--- config.mk ---
export PLATFORM = sky130hd
export DESIGN_NAME = line_column_field_selector
export DESIGN_NICKNAME = d
export VERILOG_FILES = /design/src/sv/lcfs_pkg.sv /design/src/sv/line_column_field_selector.sv /design/src/sv/lcfs_fifo.sv /design/src/sv/lcfs_front.sv /design/src/sv/lcfs_back.sv
export SDC_FILE = /design/constraint.sdc
export NUM_CORES = 1
export LEC_CHECK = 0
export BUFFER_PORTS_ARGS = -buffer_cell sky130_fd_sc_hd__clkbuf_2
export CAP_MARGIN = 10
export CORE_MARGIN = 10
export CORE_UTILIZATION = 45
export DETAILED_ROUTE_END_ITERATION = 8
export GPL_ROUTABILITY_DRIVEN = 0
export SLEW_MARGIN = 15
export SYNTH_ARGS = -nofsm -noshare
export SYNTH_HDL_FRONTEND = slang
export SYNTH_SLANG_ARGS = --single-unit
export TNS_END_PERCENT = 50
--- constraint.sdc ---
create_clock -name i_clk -period 6.5 [get_ports i_clk]
set_input_delay 1.3 -clock i_clk [delete_from_list [all_inputs] [get_ports i_clk]]
set_output_delay 1.3 -clock i_clk [all_outputs]
set_load 0.005 [all_outputs]
--- src/sv/lcfs_pkg.sv ---
// ============================================================================
// lcfs_pkg
// Shared types, constants and helpers for the line/column/field selector.
// ============================================================================
package lcfs_pkg;

    // Width of the first-token fill count. It holds any token buffer depth
    // from 1 to 63.
    localparam int CNT_W             = 6;
    localparam int TOKEN_DEPTH_DEF   = 48;
    localparam int CMD_QUEUE_DEPTH   = 4;
    localparam int CFG_IDX_W         = 3;
    localparam int CFG_DATA_W        = 32;
    localparam int NUM_RANGES        = 4;

    localparam logic [15:0] COUNT_MAX = 16'hFFFF;
    localparam logic [7:0]  CHAR_LF   = 8'h0A;
    localparam logic [7:0]  CHAR_NUL  = 8'h00;
    localparam logic [7:0]  CHAR_TAB  = 8'h09;
    localparam logic [31:0] RANGE_RESET = 32'h0001_0000;

    // Configuration register indexes.
    localparam logic [CFG_IDX_W-1:0] REG_RANGE_0    = 3'd0;
    localparam logic [CFG_IDX_W-1:0] REG_RANGE_1    = 3'd1;
    localparam logic [CFG_IDX_W-1:0] REG_RANGE_2    = 3'd2;
    localparam logic [CFG_IDX_W-1:0] REG_RANGE_3    = 3'd3;
    localparam logic [CFG_IDX_W-1:0] REG_FIELD_MODE = 3'd4;
    localparam logic [CFG_IDX_W-1:0] REG_DELIMITER  = 3'd5;
    localparam logic [CFG_IDX_W-1:0] REG_SUPPRESS   = 3'd6;
    localparam logic [CFG_IDX_W-1:0] REG_NUL_TERM   = 3'd7;

    typedef logic [NUM_RANGES-1:0][31:0] t_ranges;

    typedef struct packed {
        t_ranges    ranges;
        logic       field_mode;
        logic [7:0] delimiter;
        logic       suppress_undelimited;
        logic       nul_terminator;
    } t_cfg;

    // One unit of work for the back end. A store writes byte0 into the
    // token memory at cnt. Otherwise the back end emits the first cnt
    // stored bytes, then nbytes of byte0 and byte1, marking the final one.
    typedef struct packed {
        logic             store;
        logic [CNT_W-1:0] cnt;
        logic [1:0]       nbytes;
        logic [7:0]       byte0;
        logic [7:0]       byte1;
        logic             ovf;
    } t_cmd;

    // True when pos falls inside any of the inclusive ranges.
    function automatic logic selected(input t_ranges r, input logic [15:0] pos);
        logic hit;
        hit = 1'b0;
        for (int i = 0; i < NUM_RANGES; i++) begin
            if (pos >= r[i][31:16] && pos <= r[i][15:0]) begin
                hit = 1'b1;
            end
        end
        return hit;
    endfunction

endpackage

--- src/sv/line_column_field_selector.sv ---
// ============================================================================
// line_column_field_selector
// Byte and field selector for newline-ended text lines.
// ============================================================================
// The block takes one text byte per request and returns the selected parts
// of each line as a stream of result requests. A front end keeps the line
// state and accepts one input request every cycle while its four-entry
// command queue has room; each input becomes at most one command. The back
// end drains that queue through an output register at one result per cycle
// while results are taken, and pops a command with its last result (a
// field-mode line flushing its buffered first token gives up to
// TOKEN_DEPTH plus one bytes at once). A command that stores a first-token
// byte gives no result and does not wait for the result side. Input stalls
// only when a long flush or a stalled result side fills the command queue.
// The token memory needs no clearing after reset: only entries already
// written on the current line are read back. Configuration writes take
// effect on the next cycle and must be made while the block is idle.
// ============================================================================
module line_column_field_selector
    import lcfs_pkg::*;
#(
    parameter int TOKEN_DEPTH = TOKEN_DEPTH_DEF
) (
    input  logic                  i_clk,
    input  logic                  i_rst_n,
    // Input side
    input  logic                  push,
    output logic                  full,
    input  logic                  i_action,
    input  logic [7:0]            i_in_byte,
    // Result side
    output logic                  empty,
    input  logic                  pop,
    output logic [7:0]            o_out_byte,
    output logic                  o_last_of_run,
    output logic                  o_token_overflow,
    // Configuration
    input  logic                  i_cfg_we,
    input  logic [CFG_IDX_W-1:0]  i_cfg_index,
    input  logic [CFG_DATA_W-1:0] i_cfg_data
);

    t_cfg r_cfg;
    logic accept;
    logic cmd_push;
    t_cmd cmd_in;
    t_cmd cmd_head;
    logic cmd_valid;
    logic cmd_pop;

    // Configuration registers. Unused high bits of narrow registers are
    // dropped.
    always_ff @(posedge i_clk) begin
        if (!i_rst_n) begin
            r_cfg.ranges               <= {NUM_RANGES{RANGE_RESET}};
            r_cfg.field_mode           <= 1'b0;
            r_cfg.delimiter            <= CHAR_TAB;
            r_cfg.suppress_undelimited <= 1'b0;
            r_cfg.nul_terminator       <= 1'b0;
        end else if (i_cfg_we) begin
            unique case (i_cfg_index)
                REG_RANGE_0:    r_cfg.ranges[0]            <= i_cfg_data;
                REG_RANGE_1:    r_cfg.ranges[1]            <= i_cfg_data;
                REG_RANGE_2:    r_cfg.ranges[2]            <= i_cfg_data;
                REG_RANGE_3:    r_cfg.ranges[3]            <= i_cfg_data;
                REG_FIELD_MODE: r_cfg.field_mode           <= i_cfg_data[0];
                REG_DELIMITER:  r_cfg.delimiter            <= i_cfg_data[7:0];
                REG_SUPPRESS:   r_cfg.suppress_undelimited <= i_cfg_data[0];
                REG_NUL_TERM:   r_cfg.nul_terminator       <= i_cfg_data[0];
            endcase
        end
    end

    assign accept = push && !full;

    // The front end tracks the open line and decides what each byte causes.
    lcfs_front #(
        .TOKEN_DEPTH (TOKEN_DEPTH)
    ) u_front (
        .i_clk      (i_clk),
        .i_rst_n    (i_rst_n),
        .i_accept   (accept),
        .i_action   (i_action),
        .i_byte     (i_in_byte),
        .i_cfg      (r_cfg),
        .o_cmd_push (cmd_push),
        .o_cmd      (cmd_in)
    );

    // The command queue lets input keep flowing while results are stalled
    // or a buffered token is being replayed.
    lcfs_fifo #(
        .WIDTH ($bits(t_cmd)),
        .DEPTH (CMD_QUEUE_DEPTH)
    ) u_cmd_queue (
        .i_clk   (i_clk),
        .i_rst_n (i_rst_n),
        .i_push  (cmd_push),
        .i_data  (cmd_in),
        .i_pop   (cmd_pop),
        .o_data  (cmd_head),
        .o_valid (cmd_valid),
        .o_full  (full)
    );

    // The back end owns the token memory and the output register.
    lcfs_back #(
        .TOKEN_DEPTH (TOKEN_DEPTH)
    ) u_back (
        .i_clk       (i_clk),
        .i_rst_n     (i_rst_n),
        .i_cmd_valid (cmd_valid),
        .i_cmd       (cmd_head),
        .o_cmd_pop   (cmd_pop),
        .i_pop       (pop),
        .o_empty     (empty),
        .o_out_byte  (o_out_byte),
        .o_last      (o_last_of_run),
        .o_ovf       (o_token_overflow)
    );

endmodule

--- src/sv/lcfs_fifo.sv ---
// ============================================================================
// lcfs_fifo
// Small synchronous queue between the front end and the back end.
// ============================================================================
module lcfs_fifo
    import lcfs_pkg::*;
#(
    parameter int WIDTH = 8,
    parameter int DEPTH = CMD_QUEUE_DEPTH
) (
    input  logic             i_clk,
    input  logic             i_rst_n,
    input  logic             i_push,
    input  logic [WIDTH-1:0] i_data,
    input  logic             i_pop,
    output logic [WIDTH-1:0] o_data,
    output logic             o_valid,
    output logic             o_full
);

    localparam int AW = (DEPTH > 1) ? $clog2(DEPTH) : 1;

    logic [WIDTH-1:0] r_mem [DEPTH];
    logic [AW:0]      r_wr_ptr;
    logic [AW:0]      r_rd_ptr;

    assign o_valid = (r_wr_ptr != r_rd_ptr);
    assign o_full  = (r_wr_ptr[AW] != r_rd_ptr[AW]) &&
                     (r_wr_ptr[AW-1:0] == r_rd_ptr[AW-1:0]);
    assign o_data  = r_mem[r_rd_ptr[AW-1:0]];

    always_ff @(posedge i_clk) begin
        if (i_push) begin
            r_mem[r_wr_ptr[AW-1:0]] <= i_data;
        end
    end

    always_ff @(posedge i_clk) begin
        if (!i_rst_n) begin
            r_wr_ptr <= '0;
            r_rd_ptr <= '0;
        end else begin
            if (i_push) begin
                r_wr_ptr <= r_wr_ptr + 1'b1;
            end
            if (i_pop) begin
                r_rd_ptr <= r_rd_ptr + 1'b1;
            end
        end
    end

endmodule

--- src/sv/lcfs_front.sv ---
// ============================================================================
// lcfs_front
// Line state tracker: classifies each input byte and issues back-end work.
// ============================================================================
module lcfs_front
    import lcfs_pkg::*;
#(
    parameter int TOKEN_DEPTH = TOKEN_DEPTH_DEF
) (
    input  logic       i_clk,
    input  logic       i_rst_n,
    input  logic       i_accept,
    input  logic       i_action,
    input  logic [7:0] i_byte,
    input  t_cfg       i_cfg,
    output logic       o_cmd_push,
    output t_cmd       o_cmd
);

    logic [CNT_W-1:0] r_stored, n_stored;
    logic [15:0]      r_pos, n_pos;
    logic [15:0]      r_field, n_field;
    logic             r_inside, n_inside;
    logic             r_delim_seen, n_delim_seen;
    logic             r_out_started, n_out_started;
    logic             r_after_nul, n_after_nul;
    logic             r_line_open, n_line_open;
    logic             r_ovf, n_ovf;

    always_comb begin
        logic        do_close;
        logic        began;
        logic [15:0] field_nx;
        logic [7:0]  term;

        n_stored      = r_stored;
        n_pos         = r_pos;
        n_field       = r_field;
        n_inside      = r_inside;
        n_delim_seen  = r_delim_seen;
        n_out_started = r_out_started;
        n_after_nul   = r_after_nul;
        n_line_open   = r_line_open;
        n_ovf         = r_ovf;
        o_cmd_push    = 1'b0;
        o_cmd         = '0;
        o_cmd.ovf     = i_cfg.field_mode && r_ovf;
        do_close      = 1'b0;
        term          = i_cfg.nul_terminator ? CHAR_NUL : CHAR_LF;

        began    = !r_inside;
        field_nx = (began && r_field != COUNT_MAX) ? r_field + 16'd1 : r_field;

        if (i_accept) begin
            if (i_action) begin
                do_close = r_line_open;
            end else begin
                n_line_open = 1'b1;
                if (i_byte == CHAR_LF) begin
                    do_close = 1'b1;
                end else if (r_after_nul) begin
                    n_after_nul = 1'b1;
                end else if (i_byte == CHAR_NUL) begin
                    n_after_nul = 1'b1;
                end else if (i_cfg.field_mode) begin
                    if (i_byte == i_cfg.delimiter) begin
                        if (!r_delim_seen) begin
                            n_delim_seen = 1'b1;
                            if (r_stored != '0 && selected(i_cfg.ranges, 16'd1)) begin
                                o_cmd_push    = 1'b1;
                                o_cmd.cnt     = r_stored;
                                n_out_started = 1'b1;
                            end
                        end
                        n_inside = 1'b0;
                    end else begin
                        n_inside = 1'b1;
                        n_field  = field_nx;
                        if (!r_delim_seen) begin
                            if (r_stored < CNT_W'(TOKEN_DEPTH)) begin
                                o_cmd_push  = 1'b1;
                                o_cmd.store = 1'b1;
                                o_cmd.cnt   = r_stored;
                                o_cmd.byte0 = i_byte;
                                n_stored    = r_stored + 1'b1;
                            end else begin
                                n_ovf = 1'b1;
                            end
                        end else if (selected(i_cfg.ranges, field_nx)) begin
                            o_cmd_push = 1'b1;
                            if (began && r_out_started) begin
                                o_cmd.nbytes = 2'd2;
                                o_cmd.byte0  = i_cfg.delimiter;
                                o_cmd.byte1  = i_byte;
                            end else begin
                                o_cmd.nbytes = 2'd1;
                                o_cmd.byte0  = i_byte;
                            end
                            n_out_started = 1'b1;
                        end
                    end
                end else begin
                    if (selected(i_cfg.ranges, r_pos)) begin
                        o_cmd_push   = 1'b1;
                        o_cmd.nbytes = 2'd1;
                        o_cmd.byte0  = i_byte;
                    end
                    if (r_pos != COUNT_MAX) begin
                        n_pos = r_pos + 16'd1;
                    end
                end
            end

            if (do_close) begin
                o_cmd.nbytes = 2'd1;
                o_cmd.byte0  = term;
                if (i_cfg.field_mode) begin
                    if (!r_delim_seen) begin
                        o_cmd_push = !i_cfg.suppress_undelimited;
                        o_cmd.cnt  = r_stored;
                    end else begin
                        o_cmd_push = r_out_started;
                    end
                end else begin
                    o_cmd_push = 1'b1;
                end
                n_stored      = '0;
                n_pos         = 16'd1;
                n_field       = '0;
                n_inside      = 1'b0;
                n_delim_seen  = 1'b0;
                n_out_started = 1'b0;
                n_after_nul   = 1'b0;
                n_line_open   = 1'b0;
                n_ovf         = 1'b0;
            end
        end
    end

    always_ff @(posedge i_clk) begin
        if (!i_rst_n) begin
            r_stored      <= '0;
            r_pos         <= 16'd1;
            r_field       <= '0;
            r_inside      <= 1'b0;
            r_delim_seen  <= 1'b0;
            r_out_started <= 1'b0;
            r_after_nul   <= 1'b0;
            r_line_open   <= 1'b0;
            r_ovf         <= 1'b0;
        end else begin
            r_stored      <= n_stored;
            r_pos         <= n_pos;
            r_field       <= n_field;
            r_inside      <= n_inside;
            r_delim_seen  <= n_delim_seen;
            r_out_started <= n_out_started;
            r_after_nul   <= n_after_nul;
            r_line_open   <= n_line_open;
            r_ovf         <= n_ovf;
        end
    end

`ifndef SYNTH
    // Token stores always land inside the buffer.
    a_store_in_range: assert property (@(posedge i_clk) disable iff (!i_rst_n)
        o_cmd_push && o_cmd.store |-> o_cmd.cnt < CNT_W'(TOKEN_DEPTH))
        else $error("token store beyond buffer depth");

    // Dropping token bytes needs a full buffer on an undelimited prefix.
    a_ovf_full: assert property (@(posedge i_clk) disable iff (!i_rst_n)
        r_ovf |-> r_stored == CNT_W'(TOKEN_DEPTH) && r_line_open)
        else $error("overflow flagged with room left in token buffer");
`endif

endmodule

--- src/sv/lcfs_back.sv ---
// ============================================================================
// lcfs_back
// Output sequencer: holds the first-token memory and emits result bytes.
// ============================================================================
module lcfs_back
    import lcfs_pkg::*;
#(
    parameter int TOKEN_DEPTH = TOKEN_DEPTH_DEF
) (
    input  logic       i_clk,
    input  logic       i_rst_n,
    input  logic       i_cmd_valid,
    input  t_cmd       i_cmd,
    output logic       o_cmd_pop,
    input  logic       i_pop,
    output logic       o_empty,
    output logic [7:0] o_out_byte,
    output logic       o_last,
    output logic       o_ovf
);

    localparam int AW = (TOKEN_DEPTH > 1) ? $clog2(TOKEN_DEPTH) : 1;

    logic [7:0]     r_mem [TOKEN_DEPTH];
    logic [CNT_W:0] r_elem;
    logic [CNT_W:0] total;
    logic           in_flush;
    logic           is_last;
    logic           issue;
    logic           mem_wr;
    logic           r_hold_valid;
    logic [7:0]     r_hold_data;
    logic           r_hold_last;
    logic           r_hold_ovf;

    assign total    = {1'b0, i_cmd.cnt} + {{(CNT_W-1){1'b0}}, i_cmd.nbytes};
    assign in_flush = r_elem < {1'b0, i_cmd.cnt};
    assign is_last  = (r_elem == total - 1'b1);
    assign mem_wr   = i_cmd_valid && i_cmd.store;
    assign issue    = i_cmd_valid && !i_cmd.store && (!r_hold_valid || i_pop);
    assign o_cmd_pop = mem_wr || (issue && is_last);

    assign o_empty    = !r_hold_valid;
    assign o_out_byte = r_hold_data;
    assign o_last     = r_hold_last;
    assign o_ovf      = r_hold_ovf;

    // Token memory: one write port for stores, one registered read port
    // feeding the output register.
    always_ff @(posedge i_clk) begin
        if (mem_wr) begin
            r_mem[i_cmd.cnt[AW-1:0]] <= i_cmd.byte0;
        end
        if (issue) begin
            if (in_flush) begin
                r_hold_data <= r_mem[r_elem[AW-1:0]];
            end else if (r_elem == {1'b0, i_cmd.cnt}) begin
                r_hold_data <= i_cmd.byte0;
            end else begin
                r_hold_data <= i_cmd.byte1;
            end
            r_hold_last <= is_last;
            r_hold_ovf  <= i_cmd.ovf;
        end
    end

    always_ff @(posedge i_clk) begin
        if (!i_rst_n) begin
            r_elem       <= '0;
            r_hold_valid <= 1'b0;
        end else begin
            if (issue) begin
                r_elem <= is_last ? '0 : r_elem + 1'b1;
            end
            if (issue) begin
                r_hold_valid <= 1'b1;
            end else if (i_pop) begin
                r_hold_valid <= 1'b0;
            end
        end
    end

`ifndef SYNTH
    a_elem_bound: assert property (@(posedge i_clk) disable iff (!i_rst_n)
        i_cmd_valid && !i_cmd.store |-> r_elem < total)
        else $error("element counter ran past the command");

    a_elem_idle: assert property (@(posedge i_clk) disable iff (!i_rst_n)
        !i_cmd_valid |-> r_elem == '0)
        else $error("element counter left nonzero with no command");

    a_no_empty_cmd: assert property (@(posedge i_clk) disable iff (!i_rst_n)
        i_cmd_valid && !i_cmd.store |-> total != '0)
        else $error("output command without any result");
`endif

endmodule

==> results of run 1 <==
## worst min-delay path, stage by stage (launching register included)
cell      delay, ps
dfxtp_1         310
nand2_1          50
a21boi_0         60
## final cells by class
cell class / instances / area, um2
Fill cell: 6442 / 37400
Clock buffer: 102 / 2110
Antenna cell: 1 / 2.50
Sequential cell: 703 / 19100
Timing Repair Buffer: 100 / 616
Tap cell: 978 / 1220
Clock inverter: 39 / 462
Multi-Input combinational cell: 1769 / 14400
Inverter: 160 / 601
## path summary, 6_finish.rpt
| kind | depth (start not counted) | start | endpoint |
|---|---|---|---|
| worst min-delay path | 2 | r_cfg[98]$_SDFFE_PN0P_ | r_cfg[98]$_SDFFE_PN0P_ |
| worst min register to register | 2 | r_cfg[98]$_SDFFE_PN0P_ | r_cfg[98]$_SDFFE_PN0P_ |
| worst max register to register | 19 | u_front.r_field[12]$_SDFFE_PN0P_ | u_cmd_queue.r_mem[2][14]$_DFFE_PP_ |
| worst max-delay path | 19 | u_front.r_field[12]$_SDFFE_PN0P_ | u_cmd_queue.r_mem[2][14]$_DFFE_PP_ |
## logic make-up (layout without fill, tap and decap cells)
logic type / count (synthesis) / count (layout)
AND/OR/NAND/NOR: 800 / 800
flip-flops: 703 / 703
multiplexers: 172 / 172
AO/OA/AOI/OAI: 456 / 456
XOR/XNOR: 59 / 59
adder cells (fa/ha/maj): 282 / 282
other: 0 / 1
buffers and inverters: 255 / 401
## registers in the layout, summed over array words and instances (netlist names), named ones only
name and count:
u_back.r_mem 384, r_cfg 139, u_cmd_queue.r_mem 104, u_front.r_field 16, u_front.r_pos 16, u_back.o_out_byte 8, u_back.r_elem 7, u_front.r_stored 6
u_cmd_queue.r_rd_ptr 3, u_cmd_queue.r_wr_ptr 3, u_back.o_last 1, u_back.o_ovf 1, u_back.r_hold_valid 1, u_front.r_after_nul 1, u_front.r_delim_seen 1, u_front.r_inside 1
u_front.r_line_open 1, u_front.r_out_started 1, u_front.r_ovf 1
## synthesized netlist by cell type (all sizes together) (37+ instances only)
| cell | count |
|---|---|
| clkbuf | 82 |
| a21oi | 108 |
| edfxtp | 498 |
| o21ai | 63 |
| ha | 281 |
| nor2b | 38 |
| nor2 | 139 |
| nor4 | 37 |
| a21boi | 141 |
| nand4 | 60 |
| nand3 | 47 |
| mux4 | 146 |
| dfxtp | 205 |
| nand2 | 372 |
| inv | 159 |
## layer usage
layer	part of all wire, %	GRT usage [%]	up-vias
met5	0.022	0	-
met4	5.1	10.4	4
met3	6.0	3.71	229
met2	48	35.8	741
met1	40	26.7	11300
li1	-	-	10400
## through the flow
step	setup slack (ps)	instance area, um2	util (%)	instances
2_1_floorplan	870	34400	-	2727
3_3_place_gp	1110	35900	47.3	3710
3_5_place_dp	987	35900	47.3	3710
4_1_cts	979	38500	50.7	3851
5_1_grt	542	38500	50.7	3851
6_report	871	38500	50.7	3852
## power by group
| part | switching, mW | internal (mW) |
|---|---|---|
| Combinational | 1.14 | 0.795 |
| Clock | 1.83 | 2.56 |
| Sequential | 0.132 | 5.12 |
==> metrics.txt, run 1 <==
# TYPE chip_impl_metric gauge
chip_impl_info{name="outcome",value="completed"} 1
chip_impl_metric{name="yosys.area_share.simple",unit="%"} 10.7
chip_impl_metric{name="timing.clock.skew",unit="ps"} 21.8
chip_impl_metric{name="pin_count_of_the_biggest_net_entering_global_routing",unit=""} 74
chip_impl_info{name="mostFrequentLayoutCells",value="edfxtp_1 (498), nand2_1 (372), ha_1 (281)"} 1
chip_impl_info{name="synth_top_cell_by_area",value="edfxtp_1"} 1
chip_impl_metric{name="period_share",unit="%"} 86.6
chip_impl_info{name="rsz0062_at_grt",value="no"} 1
chip_impl_metric{name="slew_headroom",unit="%"} 24.5
chip_impl_metric{name="drt.antenna.violating_nets",unit=""} 0
chip_impl_metric{name="grt_pass1_vias",unit=""} 22600
chip_impl_metric{name="drcViolationCount",unit=""} 0
chip_impl_metric{name="clk_path_buf_depth",unit=""} 3
chip_impl_metric{name="irDropWorstVdd",unit="V"} 0.000198
chip_impl_metric{name="dp_hpwl",unit="um"} 65900
chip_impl_metric{name="layout-area-overhead-vs-synth",unit="%"} 11.9
chip_impl_metric{name="timing.final.crit_period",unit="ps"} 5630
chip_impl_metric{name="grt_antenna_before_repair",unit=""} 3
chip_impl_metric{name="first_pass_iteration_count_of_the_detailed_router",unit=""} 5
chip_impl_metric{name="final_layout_size_suffix_gt1_share",unit="%"} 13.4
chip_impl_metric{name="synth_nets",unit=""} 3058
chip_impl_metric{name="clock_buffer_count_from_cts",unit=""} 78
chip_impl_metric{name="async_reset_ff_share",unit="%"} 0
chip_impl_metric{name="slowest_delay",unit="ps"} 600
chip_impl_metric{name="final-setup-viol-count",unit=""} 0
chip_impl_metric{name="placeableCoreArea",unit="mm2"} 0.0758
chip_impl_metric{name="cts.repair_timing.setup_buffer_count",unit=""} 0
chip_impl_metric{name="slew_violations",unit=""} 0
chip_impl_metric{name="tritoncts_num_sinks",unit=""} 703
chip_impl_metric{name="power.leakage",unit="nW"} 13.5
chip_impl_info{name="setup.worst_path.end_class",value="flop"} 1
chip_impl_metric{name="route.final.wire_length",unit="um"} 94200
chip_impl_metric{name="global_route.usage.total",unit="%"} 21.4
chip_impl_metric{name="cts_hold_repair.buffers",unit=""} 0
chip_impl_metric{name="reg2reg_setup_slack",unit="ps"} 870
chip_impl_metric{name="yosys_warnings",unit=""} 0
chip_impl_metric{name="fp.dieArea",unit="mm2"} 0.0879
chip_impl_metric{name="grt_first_pass_wirelength",unit="um"} 142000
chip_impl_info{name="timing_worst_setup_path_type",value="flop to flop"} 1
chip_impl_metric{name="initial_core_util",unit="%"} 45.3
chip_impl_metric{name="cp_num_buf_inv",unit=""} 2
chip_impl_info{name="hold_class",value="flop to flop"} 1
chip_impl_metric{name="yosysTopAreaCellShare",unit="%"} 43.5
chip_impl_info{name="crit_path_frequent_cell",value="and4_1"} 1
chip_impl_info{name="dominant_combinational_cell_family_by_area_after_synthesis",value="simple AND/OR/NAND/NOR gates"} 1
chip_impl_info{name="critical_path.startpoint_type",value="flop"} 1
chip_impl_metric{name="finalHoldViolCount",unit=""} 0
chip_impl_metric{name="drt_iter0_drc",unit=""} 1867
chip_impl_metric{name="synth_xor_xnor_area_share",unit="%"} 1.50
chip_impl_metric{name="achievable-frequency",unit="MHz"} 178
chip_impl_metric{name="hold_ws",unit="ps"} 467
chip_impl_metric{name="die_h",unit="um"} 296
chip_impl_metric{name="cap_viol_max_count",unit=""} 0
chip_impl_info{name="cp_cell_sequence",value="and4_1, and3_1, a31oi_2, and4_1, and2_1, nand3_1, nor2_1, xor2_1, buf_4, ha_1, and4_1, nand4_1, nor3_1, or2_2, a311oi_2, a211oi_2, a31oi_4, nor2_2, buf_4"} 1
chip_impl_metric{name="synth_enable_flop_cells",unit=""} 498
chip_impl_metric{name="ys_ff_latch",unit=""} 703
chip_impl_metric{name="std_cell_rows",unit=""} 101
chip_impl_info{name="post_synth_main_area_contributors",value="edfxtp_1 (43%), dfxtp_1 (12%), ha_1 (10%)"} 1
chip_impl_metric{name="post_drt_via_cell_ratio",unit=""} 5.89
chip_impl_metric{name="die-width",unit="um"} 296
chip_impl_info{name="timing.critical_path.max_delay_family",value="simple AND/OR/NAND/NOR gates"} 1
chip_impl_metric{name="insertion_delay",unit="ps"} 640
chip_impl_metric{name="grt_remaining_overflow",unit=""} 0
chip_impl_metric{name="total_power",unit="mW"} 11.6
chip_impl_metric{name="post_cts.resized_instances",unit=""} 0
chip_impl_metric{name="clk_pin_slew",unit="ps"} 60
chip_impl_info{name="layout_commonest_cell",value="edfxtp_1"} 1
chip_impl_metric{name="route.vias.total",unit=""} 22700
chip_impl_info{name="ctsRootBufferMaster",value="clkbuf_16"} 1
chip_impl_metric{name="synth_area_per_cell",unit="um2"} 12.6
chip_impl_metric{name="tns_setup",unit="ps"} 0
chip_impl_metric{name="p_per_area",unit="mW/mm2"} 301
chip_impl_info{name="tritoncts_clock_tree",value="built"} 1
chip_impl_metric{name="boundaryPins",unit=""} 61
chip_impl_metric{name="required",unit="ps"} 6840
chip_impl_metric{name="synth_mux_area_share",unit="%"} 10.3
chip_impl_metric{name="synth-compound-area-share",unit="%"} 8.93
chip_impl_metric{name="worst-slew-pin-transition",unit="ps"} 1120
chip_impl_metric{name="detail_route.wl_per_cell",unit="um"} 24.5
chip_impl_metric{name="worstPathArrival",unit="ps"} 5970
chip_impl_metric{name="synth_adder_area_share",unit="%"} 10.3
chip_impl_metric{name="synth.yosys.seq_area_share",unit="%"} 55.4
chip_impl_metric{name="ys_types",unit=""} 69
chip_impl_metric{name="netlist_instances",unit=""} 2727
chip_impl_metric{name="final_net_count",unit=""} 3143
chip_impl_metric{name="port_buffers",unit=""} 60
chip_impl_metric{name="critical_path_fanout_max",unit=""} 26
chip_impl_metric{name="post_synth_instance_area",unit="mm2"} 0.0344
chip_impl_metric{name="cts_h_tree_depth",unit=""} 3
chip_impl_info{name="worst_path_slowest_cell",value="a311oi_2"} 1
chip_impl_info{name="dominant_synthesized_flop_cell",value="edfxtp_1"} 1
Note: power is estimated with default switching activity, not from simulation.
==> inputs of run 2 (changes only) <==
Settings changed: RECOVER_POWER set to 50.
==> metrics.txt, run 2 (synthesis results as in run 1) <==
# TYPE chip_impl_metric gauge
chip_impl_info{name="outcome",value="complete, but fails checks"} 1
chip_impl_info{name="violations",value="capacitance limit, slew limit"} 1
chip_impl_metric{name="clk_pin_slew",unit="ps"} 60
chip_impl_metric{name="final_core_util",unit="%"} 50.7
chip_impl_metric{name="slowest_delay",unit="ps"} 600
chip_impl_metric{name="tns_setup",unit="ps"} 0
chip_impl_metric{name="slew_headroom",unit="%"} -80.7
chip_impl_metric{name="clock_buffer_count_from_cts",unit=""} 78
chip_impl_metric{name="cts_hold_repair.buffers",unit=""} 0
chip_impl_info{name="timing_worst_setup_path_type",value="flop to flop"} 1
chip_impl_metric{name="hold_path_depth",unit=""} 2
chip_impl_info{name="grt_busiest_layer",value="met2"} 1
chip_impl_info{name="cp_cell_sequence",value="and4_1, and3_1, a31oi_2, and4_1, and2_1, nand3_1, nor2_1, xor2_1, buf_4, ha_1, and4_1, nand4_1, nor3_1, or2_2, a311oi_2, a211oi_2, a31oi_4, nor2_2, buf_4"} 1
chip_impl_metric{name="reg2reg_setup_slack",unit="ps"} 890
chip_impl_metric{name="pin_count_of_the_biggest_net_entering_global_routing",unit=""} 74
chip_impl_info{name="layout_commonest_cell",value="edfxtp_1"} 1
chip_impl_metric{name="cap_viol_max_count",unit=""} 6
chip_impl_metric{name="grt_remaining_overflow",unit=""} 0
chip_impl_metric{name="cts.repair_timing.setup_buffer_count",unit=""} 0
chip_impl_metric{name="grt_antenna_before_repair",unit=""} 3
chip_impl_metric{name="insertion_delay",unit="ps"} 640
chip_impl_info{name="hold_class",value="flop to flop"} 1
chip_impl_info{name="crit_path_frequent_cell",value="and4_1"} 1
chip_impl_metric{name="std_cell_rows",unit=""} 101
chip_impl_info{name="rsz0062_at_grt",value="no"} 1
chip_impl_metric{name="worst-r2r-cell-count",unit=""} 19
chip_impl_metric{name="drt.antenna.violating_nets",unit=""} 0
chip_impl_metric{name="grt_pass1_vias",unit=""} 22600
chip_impl_metric{name="post_cts.resized_instances",unit=""} 0
chip_impl_metric{name="placeableCoreArea",unit="mm2"} 0.0758
chip_impl_info{name="ctsRootBufferMaster",value="clkbuf_16"} 1
chip_impl_metric{name="final_layout_size_suffix_gt1_share",unit="%"} 12.7
chip_impl_metric{name="dp_cells",unit=""} 3710
chip_impl_metric{name="hold_ws",unit="ps"} 472
chip_impl_metric{name="required",unit="ps"} 6840
chip_impl_metric{name="final_net_count",unit=""} 3143
chip_impl_info{name="critical_path.startpoint_type",value="flop"} 1
chip_impl_metric{name="grt_first_pass_wirelength",unit="um"} 142000
chip_impl_metric{name="p_per_area",unit="mW/mm2"} 301
chip_impl_metric{name="irDropWorstVdd",unit="V"} 0.000198
chip_impl_metric{name="timing.final.crit_period",unit="ps"} 5610
chip_impl_metric{name="post-route-cell-area",unit="mm2"} 0.0384
chip_impl_metric{name="detail_route.wl_per_cell",unit="um"} 24.5
chip_impl_metric{name="multi_input_area",unit="mm2"} 0.0144
chip_impl_metric{name="layout-area-overhead-vs-synth",unit="%"} 11.7
chip_impl_info{name="rr_startpoint",value="u_front.r_field[12]$_SDFFE_PN0P_"} 1
chip_impl_metric{name="route.vias.total",unit=""} 22700
chip_impl_metric{name="fp.dieArea",unit="mm2"} 0.0879
chip_impl_info{name="crit_path_start",value="u_front.r_field[12]$_SDFFE_PN0P_"} 1
chip_impl_metric{name="fill_cells",unit=""} 6462
chip_impl_metric{name="seqCellArea",unit="mm2"} 0.0191
chip_impl_metric{name="drcViolationCount",unit=""} 0
chip_impl_metric{name="final-setup-viol-count",unit=""} 0
chip_impl_info{name="mostFrequentLayoutCells",value="edfxtp_1 (498), nand2_1 (372), ha_1 (281)"} 1
chip_impl_metric{name="initial_core_util",unit="%"} 45.3
chip_impl_metric{name="slew_violations",unit=""} 271
chip_impl_metric{name="period_share",unit="%"} 86.3
chip_impl_info{name="setup.worst_path.end_class",value="flop"} 1
chip_impl_metric{name="cts_h_tree_depth",unit=""} 3
chip_impl_metric{name="tritoncts_num_sinks",unit=""} 703
chip_impl_metric{name="port_buffers",unit=""} 60
chip_impl_metric{name="die_h",unit="um"} 296
chip_impl_metric{name="finalHoldViolCount",unit=""} 0
chip_impl_info{name="timing.rr.end",value="u_cmd_queue.r_mem[2][14]$_DFFE_PP_"} 1
chip_impl_metric{name="drt_iter0_drc",unit=""} 1789
chip_impl_metric{name="power.leakage",unit="nW"} 13.4
chip_impl_metric{name="boundaryPins",unit=""} 61
chip_impl_info{name="whs_endpoint",value="r_cfg[38]$_SDFFE_PN0P_"} 1
chip_impl_metric{name="worst-slew-pin-transition",unit="ps"} 2710
chip_impl_metric{name="first_pass_iteration_count_of_the_detailed_router",unit=""} 5
chip_impl_info{name="tritoncts_clock_tree",value="built"} 1
chip_impl_metric{name="clk_path_buf_depth",unit=""} 3
chip_impl_metric{name="largest_reg_flops",unit=""} 384
chip_impl_metric{name="grt_use_met3",unit="%"} 3.71
chip_impl_metric{name="achievable-frequency",unit="MHz"} 178
chip_impl_info{name="min-delay-start",value="r_cfg[38]$_SDFFE_PN0P_"} 1
chip_impl_metric{name="critical_path_fanout_max",unit=""} 26
chip_impl_metric{name="placedInstanceArea",unit="mm2"} 0.0359
chip_impl_metric{name="die-width",unit="um"} 296
chip_impl_metric{name="dp_hpwl",unit="um"} 65900
chip_impl_metric{name="route.final.wire_length",unit="um"} 94200
chip_impl_metric{name="timing.clock.skew",unit="ps"} 22.2
chip_impl_metric{name="grtUsageMet1",unit="%"} 26.7
chip_impl_metric{name="post_drt_via_cell_ratio",unit=""} 5.88
chip_impl_info{name="worst_path_slowest_cell",value="a311oi_2"} 1
chip_impl_metric{name="worstPathArrival",unit="ps"} 5950
chip_impl_metric{name="global_route.usage.total",unit="%"} 21.4
chip_impl_metric{name="grtUsageMet2",unit="%"} 35.8
chip_impl_metric{name="final-instance-count-excl-fill",unit=""} 3852
## run 2: where the power goes
group | internal, mW | switching, mW | total [mW]
registers | 5.12 | 0.131 | 5.25
logic | 0.791 | 1.13 | 1.93
clock network | 2.56 | 1.83 | 4.39
## run 2: cell type report
cell class	instances	area share (%)
sequential	703	49.6
tap	978	3.19
inverter	160	1.56
timing repair buffer	100	1.49
multi-input combinational	1769	37.4
clock inverter	39	1.20
antenna	1	0.00651
clock buffer	102	5.50
## run 2: metal layers
metal | vias up | share of wire, %
li1 | 10400 | -
met1 | 11300 | 41
met2 | 725 | 48
met3 | 220 | 5.8
met4 | 4 | 5.1
met5 | - | 0.022
## run 2: worst max-delay path: cells and delay by family (launching register included)
family / cells / cell delay (ps)
adders and majority gates: 1 / 240
buffers and inverters: 2 / 500
and+or+nand+nor: 11 / 2130
AOI/OAI and AO/OA: 4 / 1650
DFF: 1 / 360
xor gates and xnor gates: 1 / 410
## run 2: worst max path at each step
stage	end	cells after the start	slack, ps
global placement	u_cmd_queue.r_mem[1][7]$_DFFE_PP_	18	1110
global route	u_back.o_out_byte[4]$_DFFE_PP_	13	500
detailed placement	u_cmd_queue.r_mem[1][3]$_DFFE_PP_	19	990
CTS	u_cmd_queue.r_mem[1][9]$_DFFE_PP_	19	980
floorplan	u_cmd_queue.r_mem[3][0]$_DFFE_PP_	17	870
finish	u_cmd_queue.r_mem[2][14]$_DFFE_PP_	19	890
## run 2: through the flow
step / setup WS [ps] / power (mW)
detailed placement: 987 / 7.30
global placement: 1110 / 7.26
CTS: 979 / 11.7
floorplan: 870 / 6.58
global route: 500 / 12.0
finish: 888 / 11.6
==> inputs of run 3 (changes only) <==
Settings changed: CAP_MARGIN 10 to 20, CORE_UTILIZATION 45 to 63, PLACE_DENSITY set to 0.8.
==> metrics.txt, run 3 (synthesis results as in run 1) <==
# TYPE chip_impl_metric gauge
chip_impl_metric{name="hold_path_depth",unit=""} 2
chip_impl_info{name="topRoutingLayerUsed",value="met5"} 1
chip_impl_info{name="violations",value="capacitance limit, slew limit"} 1
chip_impl_metric{name="post_drt_via_cell_ratio",unit=""} 6.76
chip_impl_info{name="mostFrequentLayoutCells",value="edfxtp_1 (498), nand2_1 (371), ha_1 (281)"} 1
chip_impl_metric{name="worst-slew-pin-transition",unit="ps"} 3070
chip_impl_info{name="tritoncts_clock_tree",value="built"} 1
chip_impl_metric{name="p_switching",unit="mW"} 3.08
chip_impl_metric{name="hold_ws",unit="ps"} 471
chip_impl_metric{name="port_buffers",unit=""} 60
chip_impl_metric{name="global_route.usage.total",unit="%"} 30.2
chip_impl_metric{name="dp_hpwl",unit="um"} 63900
chip_impl_metric{name="layout-area-overhead-vs-synth",unit="%"} 10.2
chip_impl_metric{name="tns_setup",unit="ps"} 0
chip_impl_metric{name="slew_headroom",unit="%"} -104
chip_impl_metric{name="cts_h_tree_depth",unit=""} 3
chip_impl_metric{name="fp.dieArea",unit="mm2"} 0.0643
chip_impl_metric{name="placedInstanceArea",unit="mm2"} 0.0356
chip_impl_metric{name="pin_count_of_the_biggest_net_entering_global_routing",unit=""} 92
chip_impl_metric{name="p_per_area",unit="mW/mm2"} 302
chip_impl_metric{name="drt_iter0_drc",unit=""} 2718
chip_impl_metric{name="clk_path_buf_depth",unit=""} 3
chip_impl_metric{name="grt_remaining_overflow",unit=""} 0
chip_impl_metric{name="irDropWorstVdd",unit="V"} 0.000216
chip_impl_metric{name="drt.antenna.violating_nets",unit=""} 0
chip_impl_metric{name="cap_viol_max_count",unit=""} 5
chip_impl_metric{name="tritoncts_num_sinks",unit=""} 703
chip_impl_metric{name="boundaryPins",unit=""} 61
chip_impl_metric{name="met2_length",unit="um"} 46000
chip_impl_metric{name="metal3_wl",unit="um"} 9620
chip_impl_metric{name="total_power",unit="mW"} 11.4
chip_impl_metric{name="setup_slack",unit="ps"} 825
chip_impl_metric{name="power.leakage",unit="nW"} 13.3
chip_impl_metric{name="drcViolationCount",unit=""} 0
chip_impl_metric{name="power_frac_clock",unit="%"} 37.0
chip_impl_info{name="hold_class",value="flop to flop"} 1
chip_impl_metric{name="antenna_cells_inserted",unit=""} 0
chip_impl_metric{name="post-route-cell-area",unit="mm2"} 0.0379
chip_impl_metric{name="detail_route.wirelength.met1",unit="um"} 34800
chip_impl_metric{name="std_cell_rows",unit=""} 85
chip_impl_info{name="rsz0062_at_grt",value="no"} 1
chip_impl_metric{name="dp_worst_setup_slack",unit="ps"} 920
chip_impl_metric{name="grt_first_pass_wirelength",unit="um"} 146000
chip_impl_info{name="timing_worst_setup_path_type",value="flop to flop"} 1
chip_impl_metric{name="worstPathArrival",unit="ps"} 5950
chip_impl_metric{name="period_share",unit="%"} 87.3
chip_impl_metric{name="first_pass_iteration_count_of_the_detailed_router",unit=""} 6
chip_impl_metric{name="slew_violations",unit=""} 214
chip_impl_info{name="ctsRootBufferMaster",value="clkbuf_16"} 1
chip_impl_metric{name="timing.final.crit_period",unit="ps"} 5670
chip_impl_metric{name="placeableCoreArea",unit="mm2"} 0.0539
chip_impl_metric{name="worst-r2r-cell-count",unit=""} 19
chip_impl_info{name="outcome",value="complete, but fails checks"} 1
chip_impl_metric{name="p_comb_share",unit="%"} 16.8
chip_impl_metric{name="final_layout_size_suffix_gt1_share",unit="%"} 12.4
chip_impl_metric{name="die_h",unit="um"} 254
chip_impl_metric{name="route.final.wire_length",unit="um"} 96300
chip_impl_metric{name="finalHoldViolCount",unit=""} 0
chip_impl_metric{name="detail_route.wl_per_cell",unit="um"} 27.0
chip_impl_metric{name="clock_buffer_count_from_cts",unit=""} 72
chip_impl_metric{name="initial_core_util",unit="%"} 63.8
chip_impl_metric{name="fill_cells",unit=""} 3461
chip_impl_info{name="critical_path.startpoint_type",value="flop"} 1
chip_impl_metric{name="final-setup-viol-count",unit=""} 0
chip_impl_metric{name="achievable-frequency",unit="MHz"} 176
chip_impl_info{name="layout_commonest_cell",value="edfxtp_1"} 1
chip_impl_metric{name="timing.clock.skew",unit="ps"} 28.1
chip_impl_metric{name="cts.repair_timing.setup_buffer_count",unit=""} 0
chip_impl_metric{name="power.share.sequential",unit="%"} 46.2
chip_impl_metric{name="power.internal",unit="mW"} 8.35
chip_impl_metric{name="power.switching_fraction",unit="%"} 26.9
chip_impl_metric{name="insertion_delay",unit="ps"} 640
chip_impl_metric{name="grt_antenna_before_repair",unit=""} 1
chip_impl_metric{name="critical_path_fanout_max",unit=""} 25
chip_impl_metric{name="required",unit="ps"} 6770
chip_impl_metric{name="grt_pass1_vias",unit=""} 24400
chip_impl_metric{name="clk_pin_slew",unit="ps"} 60
chip_impl_metric{name="die-width",unit="um"} 254
chip_impl_metric{name="post_cts.resized_instances",unit=""} 0
chip_impl_metric{name="route.vias.total",unit=""} 24100
chip_impl_metric{name="cts_hold_repair.buffers",unit=""} 0
chip_impl_metric{name="final_net_count",unit=""} 3140
chip_impl_metric{name="largest_reg_flops",unit=""} 384
chip_impl_info{name="setup.worst_path.end_class",value="flop"} 1
==> run 3: per-stage QoR <==
step	util, %	std cells
2_1_floorplan	-	2727
5_1_grt	70.3	3563
3_5_place_dp	65.9	3430
4_1_cts	70.4	3562
6_report	70.3	3563
3_3_place_gp	65.9	3429
==> run 3: critical path, stage by stage (launching register included) <==
cell	delay [ps]
dfxtp_1	350
and4_1	210
and3_1	190
a31oi_2	430
and4_1	350
and2_1	190
nand3_1	170
xnor2_1	180
buf_4	190
ha_1	330
nand2_1	60
o21ai_0	290
a2111oi_0	140
o31a_1	130
o31ai_1	390
o21ai_0	430
a211oi_2	440
a31oi_4	200
nor2_2	230
buf_4	400
==> run 3: cell type report <==
| cell class | count | area (um2) | area share, % |
|---|---|---|---|
| clock buffers | 96 | 1980 | 5.23 |
| clock inverters | 36 | 424 | 1.12 |
| inverters | 160 | 601 | 1.58 |
| multi-input cells | 1769 | 14400 | 37.9 |
| flip-flops and latches | 703 | 19100 | 50.3 |
| well taps | 696 | 871 | 2.30 |
| repair buffers | 103 | 598 | 1.58 |
==> run 3: worst paths after layout <==
check	start	to	slack [ps]
setup / recovery	u_front.r_field[13]$_SDFFE_PN0P_	u_cmd_queue.r_mem[3][0]$_DFFE_PP_	830
hold / removal	r_cfg[35]$_SDFFE_PN0P_	r_cfg[35]$_SDFFE_PN0P_	470
setup reg to reg	u_front.r_field[13]$_SDFFE_PN0P_	u_cmd_queue.r_mem[3][0]$_DFFE_PP_	830
hold reg to reg	r_cfg[35]$_SDFFE_PN0P_	r_cfg[35]$_SDFFE_PN0P_	470
==> run 3: metal layers <==
| metal | vias to the layer above | track usage (%) |
|---|---|---|
| met4 | 2 | 17.1 |
| li1 | 10400 | - |
| met1 | 11700 | 36.6 |
| met2 | 1574 | 49.4 |
| met3 | 440 | 6.81 |
| met5 | - | 0 |
==> run 3: power groups by stage <==
stage / Combinational [mW] / Clock [mW] / Sequential, mW
final: 1.92 / 4.23 / 5.29
after detailed placement: 1.85 / 0 / 5.38
after CTS: 1.91 / 4.24 / 5.29
after global placement: 1.77 / 0 / 5.37
after floorplan: 1.35 / 0 / 5.24
after global routing: 2.03 / 4.40 / 5.31
